`src/rtl/scb_ram.sv`:
```
// Simple dual-port synchronous RAM with registered read data.
`default_nettype none
module scb_ram #(
	parameter int WIDTH = 8,
	parameter int DEPTH = 256,
	parameter int ADDR_W = 8
) (
	input wire logic clk,
	input wire logic we,
	input wire logic [ADDR_W-1:0] waddr,
	input wire logic [WIDTH-1:0] wdata,
	input wire logic [ADDR_W-1:0] raddr,
	output logic [WIDTH-1:0] rdata
);
	logic [WIDTH-1:0] mem [DEPTH];

	always_ff @(posedge clk) begin
		if (we) begin
			mem[waddr] <= wdata;
		end
		rdata <= mem[raddr];
	end
endmodule
`default_nettype wire

```
`config.mk`:
```
export PLATFORM = sky130hd
export DESIGN_NAME = scb_ram
export DESIGN_NICKNAME = d
export VERILOG_FILES = /design/src/rtl/scb_ram.sv
export SDC_FILE = /design/constraint.sdc
export NUM_CORES = 2
export LEC_CHECK = 0
export BUFFER_PORTS_ARGS = -buffer_cell sky130_fd_sc_hd__buf_2
export CAP_MARGIN = 20
export CORE_UTILIZATION = 40
export DETAILED_ROUTE_END_ITERATION = 8
export SLEW_MARGIN = 20
export SYNTH_ARGS = -nofsm -noshare
export SYNTH_HDL_FRONTEND = slang
export SYNTH_SLANG_ARGS = --single-unit
```
`constraint.sdc`:
```
create_clock -name clk -period 2.5 [get_ports clk]
set_input_delay 0 -clock clk [delete_from_list [all_inputs] [get_ports clk]]
set_output_delay 0 -clock clk [all_outputs]
set_load 0.01 [all_outputs]
```
== After elaboration in Yosys (flattened, before gate mapping) ==
Memory sizes are Yosys's and may differ from the RTL's. A register that Yosys moved wholly into a read port is not among the register bits.
Index checks and enable logic that the tools add are counted.

* Memory bits (writable): 2048
* Memories kept: 1
* Logic and storage cells: 3
* Input port bits: 26
* Output and inout port bits: 8
* Register bits after elaboration: 0

{| class="wikitable"
|+ Memories
! name !! words !! width !! rd ports !! clocked after Yosys merged registers in !! write ports !! line !! RTL
|-
| mem || 256 || 8 || 1 || 1 || 1 || 15 || <nowiki>logic [WIDTH-1:0] mem [DEPTH];</nowiki>
|}

* Muxes and demuxes: 2

{| class="wikitable"
|+ Operators with widths
! kind !! number
|-
| $mux W1 || 2
|}

== Longest topological paths before layout ==
* Depth in word-level cells: 2
* Mapped depth: 11
* Gate-level depth less buffers: 6

== Worst setup path after synthesis ==
Ideal clock, no wire load.

* Path kind: input port to flip-flop
* From: in raddr[0]
* To: reg rdata[2] (read register of mem)
* Setup slack: 0.562 ns
* Stages: 9
* Library setup time: 0.131 ns
* Required time: 2.369 ns
* Buffers on the path: 4
* Arrival: 1.807 ns
* Cell sequence: buf_6 buf_12 buf_8 buf_2 mux4_2 a22oi_1 a21oi_1 nor4_1 nor4_2

{| class="wikitable"
|+ RTL lines
! what !! line !! RTL
|-
| start: declaration || 12 || <nowiki>input wire logic [ADDR_W-1:0] raddr,</nowiki>
|-
| end: declaration || 13 || <nowiki>output logic [WIDTH-1:0] rdata</nowiki>
|}

==> flow_metrics.env <==
export IMPL_synthCells=3733
export IMPL_grt_pass1_wl_um=296300
export IMPL_drc=0
export IMPL_fin_crit_sh_pct=98.13
export IMPL_synth_fp_nets=3759
export IMPL_rows=163
export IMPL_fin_util_pct=47.57
export IMPL_worstHoldStart="raddr[4]"
export IMPL_yosysWarnings=0
export IMPL_finalHoldViolCount=0
export IMPL_h_tree_depth=4
export IMPL_maxCapViolCount=0
export IMPL_start_kind="register"
export IMPL_cts_setup_buffers=0
export IMPL_first_global_vias=41239
export IMPL_cts_tree="yes"
export IMPL_rrSetupSlack_ns=0.05
export IMPL_timing_fmax_ghz=0.4076
export IMPL_outcome="completed"
export IMPL_crit_arrival_ns=3.16
export IMPL_ys_ff_latch=2056
export IMPL_dpl_instance_area_um2=87370
export IMPL_relSlewSlack_pct=30.55
export IMPL_seq_area_frac_synth_pct=77.50
export IMPL_worstMarginPinSlew_ns=1.042
export IMPL_root_buffer="clkbuf_16"
export IMPL_ys_async_sr_fraction_pct=0
export IMPL_clk_path_buf_depth=3
export IMPL_rsz0062_at_grt="false"
export IMPL_die_y_um=448.0
export IMPL_numCtsBuffers=202
export IMPL_grt_max_degree=102
export IMPL_rr_startpoint="mem[194][2]$_DFFE_PP_"
export IMPL_num_vias=40879
export IMPL_powerDensity_nw_per_um2=756.8
export IMPL_worstRegToRegCells=5
export IMPL_power_mw=71.08
export IMPL_gp_congestion=0.8625
export IMPL_path_clk_slew_ns=0.06
export IMPL_hp_class="in -> reg"
export IMPL_pin_count=34
export IMPL_grt_overflow=0
export IMPL_critPathRequiredTime_ns=3.20
export IMPL_worstHoldPathCells=5
export IMPL_drt_iter0_markers=4487
export IMPL_min_to="rdata[6]$_DFF_P_"
export IMPL_antenna_found_initial=8
export IMPL_dr_pass1_iters=5
export IMPL_grt_usage_pct=20.54
export IMPL_die_w_um=448.0
export IMPL_layout_min_cycle_time_ns=2.453
export IMPL_core_area_um2=197400
export IMPL_initial_core_util_pct=40.30
export IMPL_wire_per_inst_um=28.27
export IMPL_wl_um=204000
export IMPL_dpl_hpwl_um=132600
export IMPL_stdcell_area_um2=93920
export IMPL_viasPerCell=5.666
export IMPL_dieArea_um2=200700
export IMPL_clock_latency_ns=0.85
export IMPL_holdWs_ns=0.1067
export IMPL_critPathMaxFanout=1
export IMPL_synth_edf_count=2048
export IMPL_criticalPathCategory="reg -> reg"
export IMPL_setup_viol=0
export IMPL_drive_above_1_share_pct=31.21
export IMPL_p_leak_nw=30.17
export IMPL_drv_slew=0
export IMPL_crit_path_end_kind="register"
export IMPL_syn_area_um2=79560
export IMPL_max_vdd_ir_drop_mv=0.6787
export IMPL_fillers=16349
export IMPL_numPortBuffers=33
export IMPL_cts_sinks=2056
export IMPL_ys_types=55
export IMPL_syn_area_per_cell_um2=21.31
export IMPL_crit_start="mem[194][2]$_DFFE_PP_"
export IMPL_postRouteAntennaNets=0
export IMPL_tns_ns=0
export IMPL_area_delta_synth_final_pct=18.05
export IMPL_fin_nets=4431
export IMPL_fin_skew_ns=0.05807
export IMPL_worstReg2RegEnd="rdata[2]$_DFF_P_"
export IMPL_synth_main_ff_cell="edfxtp_1"
==> per-layer routing <==
metal	wire, um	global-route usage (%)	share of wire (%)
met3	14870	3.433	7.3
met4	5703	6.420	2.8
met5	0	0	0
met1	84640	29.07	41
met2	98750	32.64	48
==> logic make-up (layout without fill, tap and decap cells) <==
kind of cell    Yosys count  after routing  synth area share, %
compound gates          385            385                3.419
buf+inv                 235           1074                1.831
other cells               0              3                    0
simple gates            466            466                2.628
mux                     591            591                14.62
flops                  2056           2056                77.50
==> state kept, by name, summed over array words and instances, names as in the netlist <==
name	flops
rdata	8
mem	2048
==> report_power, final <==
| part | switching, mW | total [mW] | internal, mW |
|---|---|---|---|
| clock | 12.7 | 29.1 | 16.3 |
| sequential | 0.0794 | 38.1 | 38.0 |
| combinational | 2.40 | 3.95 | 1.56 |
==> cells in the mapped netlist (3+ instances only) <==
| library cell | instances | area share, % |
|---|---|---|
| edfxtp_1 | 2048 | 77 |
| mux4_2 | 454 | 13 |
| nor2_1 | 282 | 1.3 |
| mux2i_1 | 134 | 1.7 |
| a22oi_1 | 133 | 1.3 |
| clkbuf_1 | 111 | 0.52 |
| a21oi_1 | 96 | 0.60 |
| o221ai_1 | 46 | 0.51 |
| nand3_1 | 34 | 0.21 |
| nand2_1 | 33 | 0.16 |
| buf_2 | 31 | 0.20 |
| nor2b_1 | 31 | 0.24 |
| o22ai_1 | 28 | 0.22 |
| buf_4 | 27 | 0.25 |
| nor4_1 | 24 | 0.19 |
| buf_1 | 22 | 0.10 |
| nor3_1 | 22 | 0.14 |
| buf_6 | 21 | 0.30 |
| a211oi_1 | 16 | 0.15 |
| a221oi_1 | 13 | 0.14 |
| buf_8 | 13 | 0.25 |
| nand4_1 | 10 | 0.079 |
| o211ai_1 | 10 | 0.094 |
| o21ai_0 | 10 | 0.063 |
| a22o_1 | 8 | 0.088 |
| buf_12 | 8 | 0.20 |
| dfxtp_1 | 8 | 0.20 |
| nand2b_1 | 8 | 0.063 |
| and2_1 | 6 | 0.047 |
| o22a_1 | 5 | 0.055 |
| o32ai_1 | 4 | 0.044 |
| or2_2 | 4 | 0.031 |
| nor4_2 | 3 | 0.047 |
==> layout by cell type, fill, tap and decap left out, types with 46 or more instances in the layout <==
master,synthesis,routed
a21oi_1,96,96
a22oi_1,133,133
buf_12,8,64
buf_4,27,584
clkbuf_1,111,54
clkbuf_16,0,206
clkinv_1,1,52
edfxtp_1,2048,2048
mux2i_1,134,134
mux4_2,454,454
nor2_1,282,277
o221ai_1,46,46
==> what timing repair did <==
item	in CTS	in global routing
endpoints found under the hold margin	2120	0
hold buffers	22	0
resized for setup	6	3
pin swaps	2	0
endpoints found under the setup margin	3	6
==> worst max-delay path: stages, from the launching register on <==
cell,delay [ns]
edfxtp_1,0.36
mux4_2,0.52
a22oi_1,0.33
a21oi_1,0.17
nor4_1,0.84
nor4_2,0.09
==> worst max path at each step <==
stage	depth (start not counted)	slack, ns	endpoint
after floorplan	9	0.56	rdata[2]$_DFF_P_
after global placement	11	-1.01	rdata[4]$_DFF_P_
after detailed placement	11	-0.59	rdata[4]$_DFF_P_
after CTS	6	0.03	rdata[4]$_DFF_P_
after global routing	7	0.02	rdata[4]$_DFF_P_
final	5	0.05	rdata[2]$_DFF_P_
==> through the flow <==
step	cells	setup slack (ns)
finish	7215	0.04667
global route	7214	0.01939
CTS	7212	0.03220
detailed placement	6819	-0.5854
global placement	6819	-1.008
floorplan	3733	0.5621
==> layout make-up <==
class | instances | area (um^2) | share of cell area (%)
inverters | 2 | 7.507 | 0.007993
clock inverters | 111 | 923.4 | 0.9832
diodes | 3 | 7.507 | 0.007993
clock buffers | 260 | 5358 | 5.705
multi-input cells | 1442 | 16520 | 17.59
well taps | 2640 | 3303 | 3.517
repair buffers | 701 | 6141 | 6.539
flip-flops and latches | 2056 | 61660 | 65.65
Note: power is estimated with default switching activity, not from simulation.
