===== src/rtl/scb_pkg.sv =====
// Shared types and constants for the Shannon codebook codec.
`default_nettype none
package scb_pkg;
	localparam int SYMBOL_COUNT = 256;
	localparam int COUNT_BITS = 24;
	localparam int SYM_W = 8;
	localparam int IDX_W = SYM_W + 1;
	localparam int LEN_W = 5;
	localparam int CODE_W = 24;
	localparam int TBITS_W = 29;
	localparam int MAX_LEN = 24;
	localparam int BOOK_W = LEN_W + CODE_W;
	localparam int ACC_BITS_W = TBITS_W + 1;

	localparam logic [IDX_W-1:0] SYM_LIMIT = IDX_W'(SYMBOL_COUNT);
	localparam logic [IDX_W-1:0] SYM_LAST = IDX_W'(SYMBOL_COUNT - 1);
	localparam logic [COUNT_BITS-1:0] COUNT_MAX = {COUNT_BITS{1'b1}};
	localparam logic [LEN_W-1:0] LEN_MAX = LEN_W'(MAX_LEN);
	localparam logic [TBITS_W-1:0] TBITS_MAX = {TBITS_W{1'b1}};

	// Input action codes
	localparam logic [2:0] ACT_CLEAR = 3'd0;
	localparam logic [2:0] ACT_COUNT = 3'd1;
	localparam logic [2:0] ACT_BUILD = 3'd2;
	localparam logic [2:0] ACT_ENCODE = 3'd3;
	localparam logic [2:0] ACT_LOAD = 3'd4;
	localparam logic [2:0] ACT_DECODE = 3'd5;

	// Result kinds
	localparam logic [1:0] KIND_ACK = 2'd0;
	localparam logic [1:0] KIND_BUILT = 2'd1;
	localparam logic [1:0] KIND_CODE = 2'd2;
	localparam logic [1:0] KIND_BYTE = 2'd3;

	typedef struct packed {
		logic [2:0] action;
		logic [SYM_W-1:0] symbol;
		logic [LEN_W-1:0] entry_length;
		logic [CODE_W-1:0] entry_code;
		logic code_bit;
	} cmd_t;

	typedef struct packed {
		logic [1:0] result_kind;
		logic [CODE_W-1:0] out_code;
		logic [LEN_W-1:0] out_length;
		logic [SYM_W-1:0] out_byte;
		logic [TBITS_W-1:0] total_bits;
		logic fault;
	} rsp_t;

	// Divider request and response
	typedef struct packed {
		logic go;
		logic [COUNT_BITS-1:0] dividend;
		logic [COUNT_BITS-1:0] divisor;
		logic [LEN_W-1:0] steps;
	} div_req_t;

	typedef struct packed {
		logic done;
		logic [CODE_W-1:0] quotient;
	} div_rsp_t;
endpackage
`default_nettype wire


===== src/rtl/scb_div.sv =====
// Iterative restoring divider: floor(dividend * 2^steps / divisor), one bit per cycle.
`default_nettype none
module scb_div import scb_pkg::*; (
	input wire logic clk,
	input wire logic arst_n,
	input wire div_req_t req,
	output div_rsp_t rsp
);
	logic [COUNT_BITS-1:0] rem_q;
	logic [COUNT_BITS-1:0] dsr_q;
	logic [CODE_W-1:0] quo_q;
	logic [LEN_W-1:0] left_q;
	logic run_q;
	logic done_q;
	logic [COUNT_BITS:0] dbl;
	logic ge;

	// dividend is below divisor, so the remainder stays narrow
	assign dbl = {rem_q, 1'b0};
	assign ge = dbl >= {1'b0, dsr_q};

	always_ff @(posedge clk or negedge arst_n) begin
		if (!arst_n) begin
			run_q <= 1'b0;
			done_q <= 1'b0;
		end else begin
			done_q <= 1'b0;
			if (req.go) begin
				run_q <= 1'b1;
			end else if (run_q && left_q == LEN_W'(1)) begin
				run_q <= 1'b0;
				done_q <= 1'b1;
			end
		end
	end

	always_ff @(posedge clk) begin
		if (req.go) begin
			rem_q <= req.dividend;
			dsr_q <= req.divisor;
			quo_q <= '0;
			left_q <= req.steps;
		end else if (run_q) begin
			rem_q <= ge ? COUNT_BITS'(dbl - {1'b0, dsr_q}) : dbl[COUNT_BITS-1:0];
			quo_q <= {quo_q[CODE_W-2:0], ge};
			left_q <= left_q - LEN_W'(1);
		end
	end

	assign rsp.done = done_q;
	assign rsp.quotient = quo_q;
endmodule
`default_nettype wire


===== config.mk =====
export PLATFORM = sky130hd
export DESIGN_NAME = scb_div
export DESIGN_NICKNAME = d
export VERILOG_FILES = /design/src/rtl/scb_pkg.sv /design/src/rtl/scb_div.sv
export SDC_FILE = /design/constraint.sdc
export NUM_CORES = 1
export LEC_CHECK = 0
export BUFFER_PORTS_ARGS = -buffer_cell sky130_fd_sc_hd__buf_4
export CAP_MARGIN = 10
export CORE_UTILIZATION = 61
export CTS_CLUSTER_DIAMETER = 30
export DETAILED_ROUTE_END_ITERATION = 12
export PLACE_DENSITY_LB_ADDON = 0.25
export SETUP_SLACK_MARGIN = 0.1
export SYNTH_ARGS = -nofsm -noshare
export SYNTH_HDL_FRONTEND = slang
export SYNTH_SLANG_ARGS = --single-unit

===== constraint.sdc =====
create_clock -name clk -period 5.3 [get_ports clk]
set_clock_uncertainty 0.2 [all_clocks]
set_input_delay 0.53 -clock clk [delete_from_list [all_inputs] [get_ports clk]]
set_output_delay 0.53 -clock clk [all_outputs]
set_load 0.02 [all_outputs]

== Word-level counts from Yosys, hierarchy flattened ==
Cells that the tools add are included.
Operators by class
  add/subtract/negate cells: 2
  magnitude comparators: 1
  equality and inequality tests: 1
  muxes and demuxes: 9
  reductions and logical operators: 3
Operators with widths (count)
  2-to-1 mux 24 bit: 3
  >= comparator 25 x 24 -> 1 bit: 1
  subtractor 24 bit: 1
  2-to-1 mux 5 bit: 2
  == test 5 x 1 -> 1 bit, second input constant: 1
  subtractor 5 x 1 -> 5 bit, second input constant: 1
  2-to-1 mux 1 bit: 4
  nonzero test 2 bit: 2
  logical AND 1 bit: 1
Word-level totals
  register bits: 79
  word-level logic and storage cells: 22

== Depth between registers and ports, before layout ==
Gate-level depths: netlist (run 1).
  depth in word-level cells: 4
  gate-level depth with buffers: 13

== Worst setup path after synthesis (run 1) ==
Ideal clock, no wire load.
  path type: flip-flop to flip-flop
  from: reg rem_q[6]
  to: reg rem_q[16], data pin
  data arrival time: 2441 ps
  required time: 4839 ps
  slack: 2398 ps
  cell stages (with the launch flop): 11
  path buffers: 2
  clock period less this slack: 2902 ps
  path through: edfxtp_1 ha_1 clkbuf_1 nand3_1 a2111oi_4 o311ai_4 a21boi_4 o31ai_4 buf_6 and3_1 a221o_1
Between the ends
  word-level cells in the longest chain between the ends: 4
  elaborated cells on any way between the ends: 5
  classes of those cells: 1 x add/sub; 1 x order compare; 3 x mux
Ends and longest elaborated chain
  from (decl): line scb_div.sv:9  | logic [COUNT_BITS-1:0] rem_q;
  from (signal assigned): line scb_div.sv:39  | rem_q <= req.dividend;
  from (signal assigned): line scb_div.sv:44  | rem_q <= ge ? COUNT_BITS'(dbl - {1'b0, dsr_q}) : dbl[COUNT_BITS-1:0];
  subtractor 24 bit or >= comparator 25 x 24 -> 1 bit (tied branches): line scb_div.sv:44, scb_div.sv:20
  2-to-1 mux 24 bit (*): line scb_div.sv:44
  2-to-1 mux 24 bit (*): line scb_div.sv:43  | end else if (run_q) begin
  2-to-1 mux 24 bit (*): line scb_div.sv:38  | if (req.go) begin
Mark *: on every way between the ends. The rest lies on a longest branch, timed or not. The select of a mux whose other input is x is not followed.
A chain may end at the register's enable or synchronous reset.

== Worst setup path in the final report (run 1) ==
  from: reg rem_q[3]
  to: reg rem_q[1], data pin
Between the ends
  word-level cells in the longest chain between the ends: 4
Ends and longest elaborated chain
  >= comparator 25 x 24 -> 1 bit: line scb_div.sv:20  | assign ge = dbl >= {1'b0, dsr_q};
  2-to-1 mux 24 bit: line scb_div.sv:44
  2-to-1 mux 24 bit: line scb_div.sv:43
  2-to-1 mux 24 bit: line scb_div.sv:38
No other way between the ends. The select of a mux whose other input is x is not followed.

==> results of run 1 <==
[metal layers]
layer / up-vias / GRT usage (%)
met3: 25 / 4.24
li1: 1752 / -
met5: - / 0
met2: 183 / 46.4
met4: 0 / 12.5
met1: 1735 / 34.3
[cells in the final DEF (no fill, tap or decap), types with 2 or more instances in the layout]
master,n
buf_4,84
edfxtp_1,53
nor2_1,50
nand2_1,39
inv_1,34
mux2i_1,26
ha_1,26
dfxtp_1,24
a21oi_1,19
nand3_1,16
o21ai_0,14
xnor2_1,11
a31oi_1,10
clkbuf_8,10
xor2_1,9
and3_1,7
nand4_1,6
o311ai_1,6
a21o_1,5
a211oi_1,5
a221o_1,5
nand2b_1,5
o21bai_1,4
o31ai_1,4
o21a_1,3
nor3_1,3
and2_1,3
o21ai_1,3
nor2b_1,2
o22ai_1,2
a211o_1,2
o2bb2ai_1,2
mux2_2,2
inv_4,2
clkinv_4,2
dfrtp_1,2
[worst paths after layout]
| check | startpoint | endpoint | slack [ns] | cells past startpoint |
|---|---|---|---|---|
| min | req[5] | dsr_q[0] | 0.13 | 1 |
| min reg2reg | quo_q[23] | quo_q[23] | 0.30 | 2 |
| max | rem_q[3] | rem_q[1] | 1.57 | 9 |
| max reg2reg | rem_q[3] | rem_q[1] | 1.57 | 9 |
| min in group asynchronous | arst_n | done_q | 0.31 | 2 |
| max in group asynchronous | arst_n | run_q | 4.50 | 2 |
[what timing repair did]
action                                 4_1_cts  5_1_grt
hold buffers                                 1        0
resized for setup                            0        0
endpoints found under the hold margin        2        0
[layout make-up]
class | count | area (um^2) | area share, %
sequential | 79 | 2120 | 39.6
multi-input combinational | 308 | 2140 | 39.9
clock buffer | 11 | 141 | 2.64
inverter | 35 | 131 | 2.45
clock inverter | 5 | 38.8 | 0.723
timing repair buffer | 86 | 668 | 12.5
tap | 96 | 120 | 2.24
[Yosys cell counts (4+ instances only)]
| cell type | n | area, um^2 |
|---|---|---|
| o21bai_1 | 4 | 30.0 |
| mux2i_1 | 26 | 260 |
| nand2b_1 | 5 | 31.3 |
| xor2_1 | 9 | 78.8 |
| a221o_1 | 5 | 50.1 |
| buf_1 | 4 | 15.0 |
| a21o_1 | 5 | 37.5 |
| nand3_1 | 16 | 80.1 |
| ha_1 | 26 | 325 |
| a21oi_1 | 19 | 95.1 |
| xnor2_1 | 11 | 96.3 |
| nand2_1 | 39 | 146 |
| and3_1 | 7 | 43.8 |
| nand4_1 | 6 | 37.5 |
| o31ai_1 | 4 | 30.0 |
| a211oi_1 | 5 | 37.5 |
| a31oi_1 | 10 | 62.6 |
| inv_1 | 34 | 128 |
| dfxtp_1 | 24 | 480 |
| edfxtp_1 | 53 | 1590 |
| o21ai_0 | 14 | 70.1 |
| o311ai_1 | 6 | 52.6 |
| nor2_1 | 50 | 188 |
| clkbuf_1 | 12 | 45.0 |
[cell families after synthesis]
logic type / after synthesis / share of synthesized area (%)
compound gates: 97 / 16.2
xor+xnor: 20 / 3.89
fa+ha+maj: 27 / 7.67
buf+inv: 57 / 5.25
flops: 79 / 47.2
mux: 28 / 6.28
simple gates: 136 / 13.6
[power by group through the flow]
stage | combinational, mW | clock (mW) | sequential (mW)
after global routing | 1.54 | 0.447 | 0.915
after CTS | 1.37 | 0.422 | 0.898
after floorplan | 1.08 | 0 | 0.894
after detailed placement | 1.35 | 0 | 0.912
final | 1.41 | 0.418 | 0.901
after global placement | 1.30 | 0 | 0.904
[metrics by stage]
step | util (%) | instance area [um^2] | total power [mW]
after floorplan | - | 4500 | 1.98
after global placement | 74.1 | 5150 | 2.21
after detailed placement | 74.1 | 5150 | 2.27
after CTS | 76.8 | 5340 | 2.69
after global routing | 77.2 | 5360 | 2.90
final | 77.2 | 5360 | 2.73
[flip-flops by register name (all words and copies together), names as in the netlist]
| register | cells |
|---|---|
| dsr_q | 24 |
| quo_q | 24 |
| left_q | 5 |
| rem_q | 24 |
| done_q | 1 |
| run_q | 1 |
==> impl_metrics.tcl, run 1 <==
set metrics [dict create \
    async_flop_share_pct 2.53 \
    tightest_slew_ns 0.765 \
    hpwlAfterDp_um 7050 \
    boundaryPins 81 \
    fin_crit_ns 3.73 \
    critPathMaxStageDelay_ns 0.63 \
    max_freq_mhz 268 \
    max_slew_margin_pct 49.0 \
    sw_frac_of_total_pct 41.9 \
    diodes 0 \
    grt_max_degree 58 \
    clockRootBuffer "clkbuf_8" \
    vias 3695 \
    grtUsageTotal_pct 27.3 \
    seq_area_frac_synth_pct 47.2 \
    p_clk_share_pct 15.3 \
    area_growth_pct 19.2 \
    arrival_ns 3.64 \
    cts_buffer_depth 2 \
    synth_area_per_cell_um2 10.1 \
    drive_above_1_share_pct 20.6 \
    crit_fanout 18 \
    wl_per_cell_um 16.5 \
    synth_cell_types 57 \
    status "complete, no violations" \
    critPathBufInv 1 \
    power_switching_mw 1.14 \
    path_delay_family "compound AO/OA/AOI/OAI gates" \
    first_pass_iters 5 \
    grt_setup_unrepaired "false" \
    fin_hold_ws_ns 0.135 \
    drt-initial-drc-count 299 \
    syn_inst 444 \
    route.detailed.drc 0 \
    hold_violations 0 \
    antenna_found_initial 0 \
    cp-end-kind "flip-flop" \
    drt-total-wl_um 10200 \
    ys_ff_latch 79 \
    place_inst 602 \
    die_w_um 87.9 \
    grt_pass1_vias 3573 \
    clock_latency_ns 0.36 \
    cp-start-kind "flip-flop" \
    setup_tns_ns 0 \
    numCtsBuffers 9 \
    synth_nets 527 \
    gr-total-overflow 0 \
    required_ns 5.22 \
    ys_warn_count 0 \
    num_rows 30 \
    core-area_um2 6940 \
    cts_tree "done" \
    post_cts_buffers 0 \
    powerDensity_nw_per_um2 509 \
    ys.flop_type "edfxtp_1" \
    wl_met3_um 743 \
    grt_pass1_wl_um 16200 \
    initial_utilization_pct 64.8 \
    setup_violations 0 \
    final_max_slew_viol_count 0 \
    comb_power_share_pct 51.6 \
    synth-edff-count 53 \
    top_layer "met4" \
    cts.sinks 79 \
    path_class "flip-flop to flip-flop" \
    dieArea_um2 7730 \
    crit_chain "ha_1, a21oi_1, a2111oi_4, o311ai_4, a21boi_4, o31ai_4, buf_4, mux2i_1, mux2_2" \
    wl_met2_um 5030 \
    gp_congestion 0.877 \
    wl_met1_um 4250 \
    fillers 480 \
    seqPwrFrac_pct 33.0 \
    ant_nets 0 \
    cap_violations 0 \
    p_leak_nw 2.49 \
    post-place-ws_ns 1.64 \
    p_int_mw 1.59 \
    slowest_stage "o31ai_4" \
    irDropWorstVdd_v 0.000260 \
    fin_crit_sh_pct 70.3 \
    syn_area_um2 4500 \
    numPortBuffers 80 \
    htree_levels 3 \
    avgViaCountPerCell 5.96 \
    path_clk_slew_ns 0.09 \
    setup_ws_ns 1.57 \
    fin_cells 620 \
    hold_path_class "input pin to flip-flop" \
    dieHeight_um 87.9 \
    nNetsFinal 602 \
]
(Power assumes the default switching activity.)
==> run 2, diff against run 1 <==
- ABC_AREA: unset -> 1
- CORE_UTILIZATION: 61 -> 58
- clock period: 5.3 -> 3.75 ns (I/O delays scaled with it)
==> run 2 against run 1 <==
Net effect:
- power rose by 54%
- final cell count grew 45%
- first-iteration DRC count is 5.7% lower
- critical path depth increased by 3
- critical endpoint is now rem_q[12]
- register-to-register slack worse by 0.65 ns
- largest power group unchanged
- global-route usage increased by 3.2 points
- fmax rose by 32%
- via count up 27%
- combinational power is 58% higher
- non-clock buffer count is 24 higher
- design area up 16%
- core utilization is 2.8 points lower
- critical path type unchanged
==> impl_metrics.tcl, run 2 <==
set metrics [dict create \
    status "complete, no violations" \
    max_freq_mhz 353 \
    arrival_ns 2.75 \
    path_delay_family "simple AND/OR/NAND/NOR gates" \
    gp_congestion 0.927 \
    synthTopCellsByArea "edfxtp_1 31%, nand2_1 17%, inv_1 9.9%" \
    clockRootBuffer "clkbuf_8" \
    yosys.area.top_type "edfxtp_1" \
    fin_crit_ns 2.83 \
    synth_nets 771 \
    power_switching_mw 1.87 \
    diodes 0 \
    ys.flop_type "edfxtp_1" \
    yosysMostFrequentCell "nand2_1" \
    area_growth_pct 22.3 \
    ant_nets 0 \
    cts.sinks 79 \
    cp_common_cell "nand2_1" \
    sw_frac_of_total_pct 44.3 \
    setup_tns_ns 0 \
    required_ns 3.66 \
    grt_setup_unrepaired "false" \
    critPathBufInv 2 \
    seq_area_frac_synth_pct 41.6 \
    hold_violations 0 \
    nNetsFinal 874 \
    gr-total-overflow 0 \
    fillers 661 \
    crit_fanout 15 \
    numCtsBuffers 9 \
    htree_levels 3 \
    die_w_um 95.8 \
    p_int_mw 2.35 \
    cp-start-kind "flip-flop" \
    cts_buffer_depth 2 \
    seqPwrFrac_pct 29.6 \
    comb_power_share_pct 52.9 \
    grt_pass1_wl_um 21500 \
    final_max_slew_viol_count 0 \
    fin_util_pct 74.4 \
    path_clk_slew_ns 0.10 \
    drt-initial-drc-count 282 \
    hold_path_class "input pin to flip-flop" \
    antenna_found_initial 0 \
    grtUsageTotal_pct 30.5 \
    grt_pass1_vias 4734 \
    setup_violations 0 \
    hpwlAfterDp_um 9580 \
    post_cts_buffers 0 \
    path_class "flip-flop to flip-flop" \
    avgViaCountPerCell 5.20 \
    num_rows 33 \
    initial_utilization_pct 60.9 \
    final_cell_mix "230 x nand2_1, 135 x inv_1, 85 x buf_4, 53 x edfxtp_1, 51 x nand3_1" \
    critPathMaxStageDelay_ns 0.45 \
    vias 4686 \
    first_pass_iters 5 \
    cts_resized 0 \
    irDropWorstVdd_v 0.000345 \
    grt_max_degree 37 \
    drt-total-wl_um 13200 \
    core-area_um2 8380 \
    p_clk_share_pct 17.5 \
    fin_hold_ws_ns 0.0743 \
    max_slew_margin_pct 44.6 \
    p_leak_nw 3.17 \
    ys_warn_count 0 \
    ys_top_cells_by_count "230 x nand2_1, 135 x inv_1, 53 x edfxtp_1" \
    synth-edff-count 53 \
    dieArea_um2 9170 \
    cts_tree "done" \
    cp-end-kind "flip-flop" \
    wl_per_cell_um 14.6 \
    dieHeight_um 95.8 \
    hold_buffers 25 \
    numPortBuffers 80 \
    fin_crit_sh_pct 75.5 \
    slowest_stage "edfxtp_1" \
    cap_violations 0 \
    route.detailed.drc 0 \
    synth_area_per_cell_um2 7.41 \
    drive_above_1_share_pct 14.6 \
    powerDensity_nw_per_um2 675 \
    syn_inst 688 \
    async_flop_share_pct 2.53 \
    placed_cell_area_um2 5770 \
    synth_top_area_share_pct 31.2 \
    final_common_cell "nand2_1" \
    syn_area_um2 5100 \
    ys_ff_latch 79 \
    clock_latency_ns 0.36 \
    synth_cell_types 37 \
    tightest_slew_ns 0.829 \
    reg_top3 "dsr_q x24, quo_q x24, rem_q x24" \
    fin_area_um2 6240 \
    post-place-ws_ns 0.951 \
    setup_ws_ns 0.918 \
    boundaryPins 81 \
    crit_chain "ha_1, nand2_1, inv_1, nand2_1, nand3_1, nand2_1, nand3_2, nor2_4, buf_4, nand3b_1, nand3_1, nand2_1" \
]
==> run 2: cell types whose count changed after synthesis, moves of 21 or more <==
cell      previous run  this run
nand2_1             39       230
inv_1               34       135
nand3_1             16        51
mux2i_1             26         0
nand3b_1             0        24
o22ai_1              2        23
==> run 2: final cells by class <==
cell class / instances / area [um^2] / share of cell area [%]
well taps: 105 / 131 / 2.11
flip-flops and latches: 79 / 2120 / 34.0
clock inverters: 6 / 90.1 / 1.44
repair buffers: 110 / 888 / 14.2
inverters: 139 / 522 / 8.36
multi-input cells: 452 / 2360 / 37.8
clock buffers: 10 / 128 / 2.05
==> run 2: cells by family (layout without fill, tap and decap cells) <==
group	Yosys count	after routing	share of synthesized area [%]
XOR/XNOR	11	11	1.89
adder cells (fa/ha/maj)	27	27	6.77
AND/OR/NAND/NOR	360	360	31.4
buffers and inverters	157	265	12.2
AO/OA/AOI/OAI	54	54	6.13
flip-flops	79	79	41.6
==> run 2: final timing paths <==
kind                       slack (ns)   endpoint  depth (start not counted)  startpoint
min in group asynchronous        0.13     done_q                          2      arst_n
hold reg to reg                  0.28  quo_q[23]                          2   quo_q[23]
setup / recovery                 0.92  rem_q[12]                         12   rem_q[19]
setup reg to reg                 0.92  rem_q[12]                         12   rem_q[19]
hold / removal                   0.07  rem_q[22]                          3     req[51]
max in group asynchronous        3.12      run_q                          2      arst_n
==> run 2: through the flow <==
step	std cells	total power, mW
after floorplan	688	2.93
after global placement	860	3.38
after detailed placement	860	3.43
after CTS	901	4.18
after global routing	901	4.54
final	901	4.21
==> run 2: power by group through the flow <==
stage               Combinational, mW  Sequential, mW  Clock (mW)
CTS                              2.20            1.24       0.744
finish                           2.23            1.25       0.738
floorplan                        1.69            1.24           0
global route                     2.50            1.27       0.778
global placement                 2.13            1.25           0
detailed placement               2.16            1.26           0
==> run 2: worst min-delay path, cell delays in order <==
cell     delay, ns
buf_4         0.08
nand2_1       0.04
nand2_1       0.05
==> run 2: routing by layer <==
metal  up-vias  GRT usage (%)  share of wire, %
li1       2378              -                 -
met1      2149           37.4                45
met2       139           54.2                48
met3        20           5.69               4.9
met4         0           9.70               1.7
met5         -              0                 0
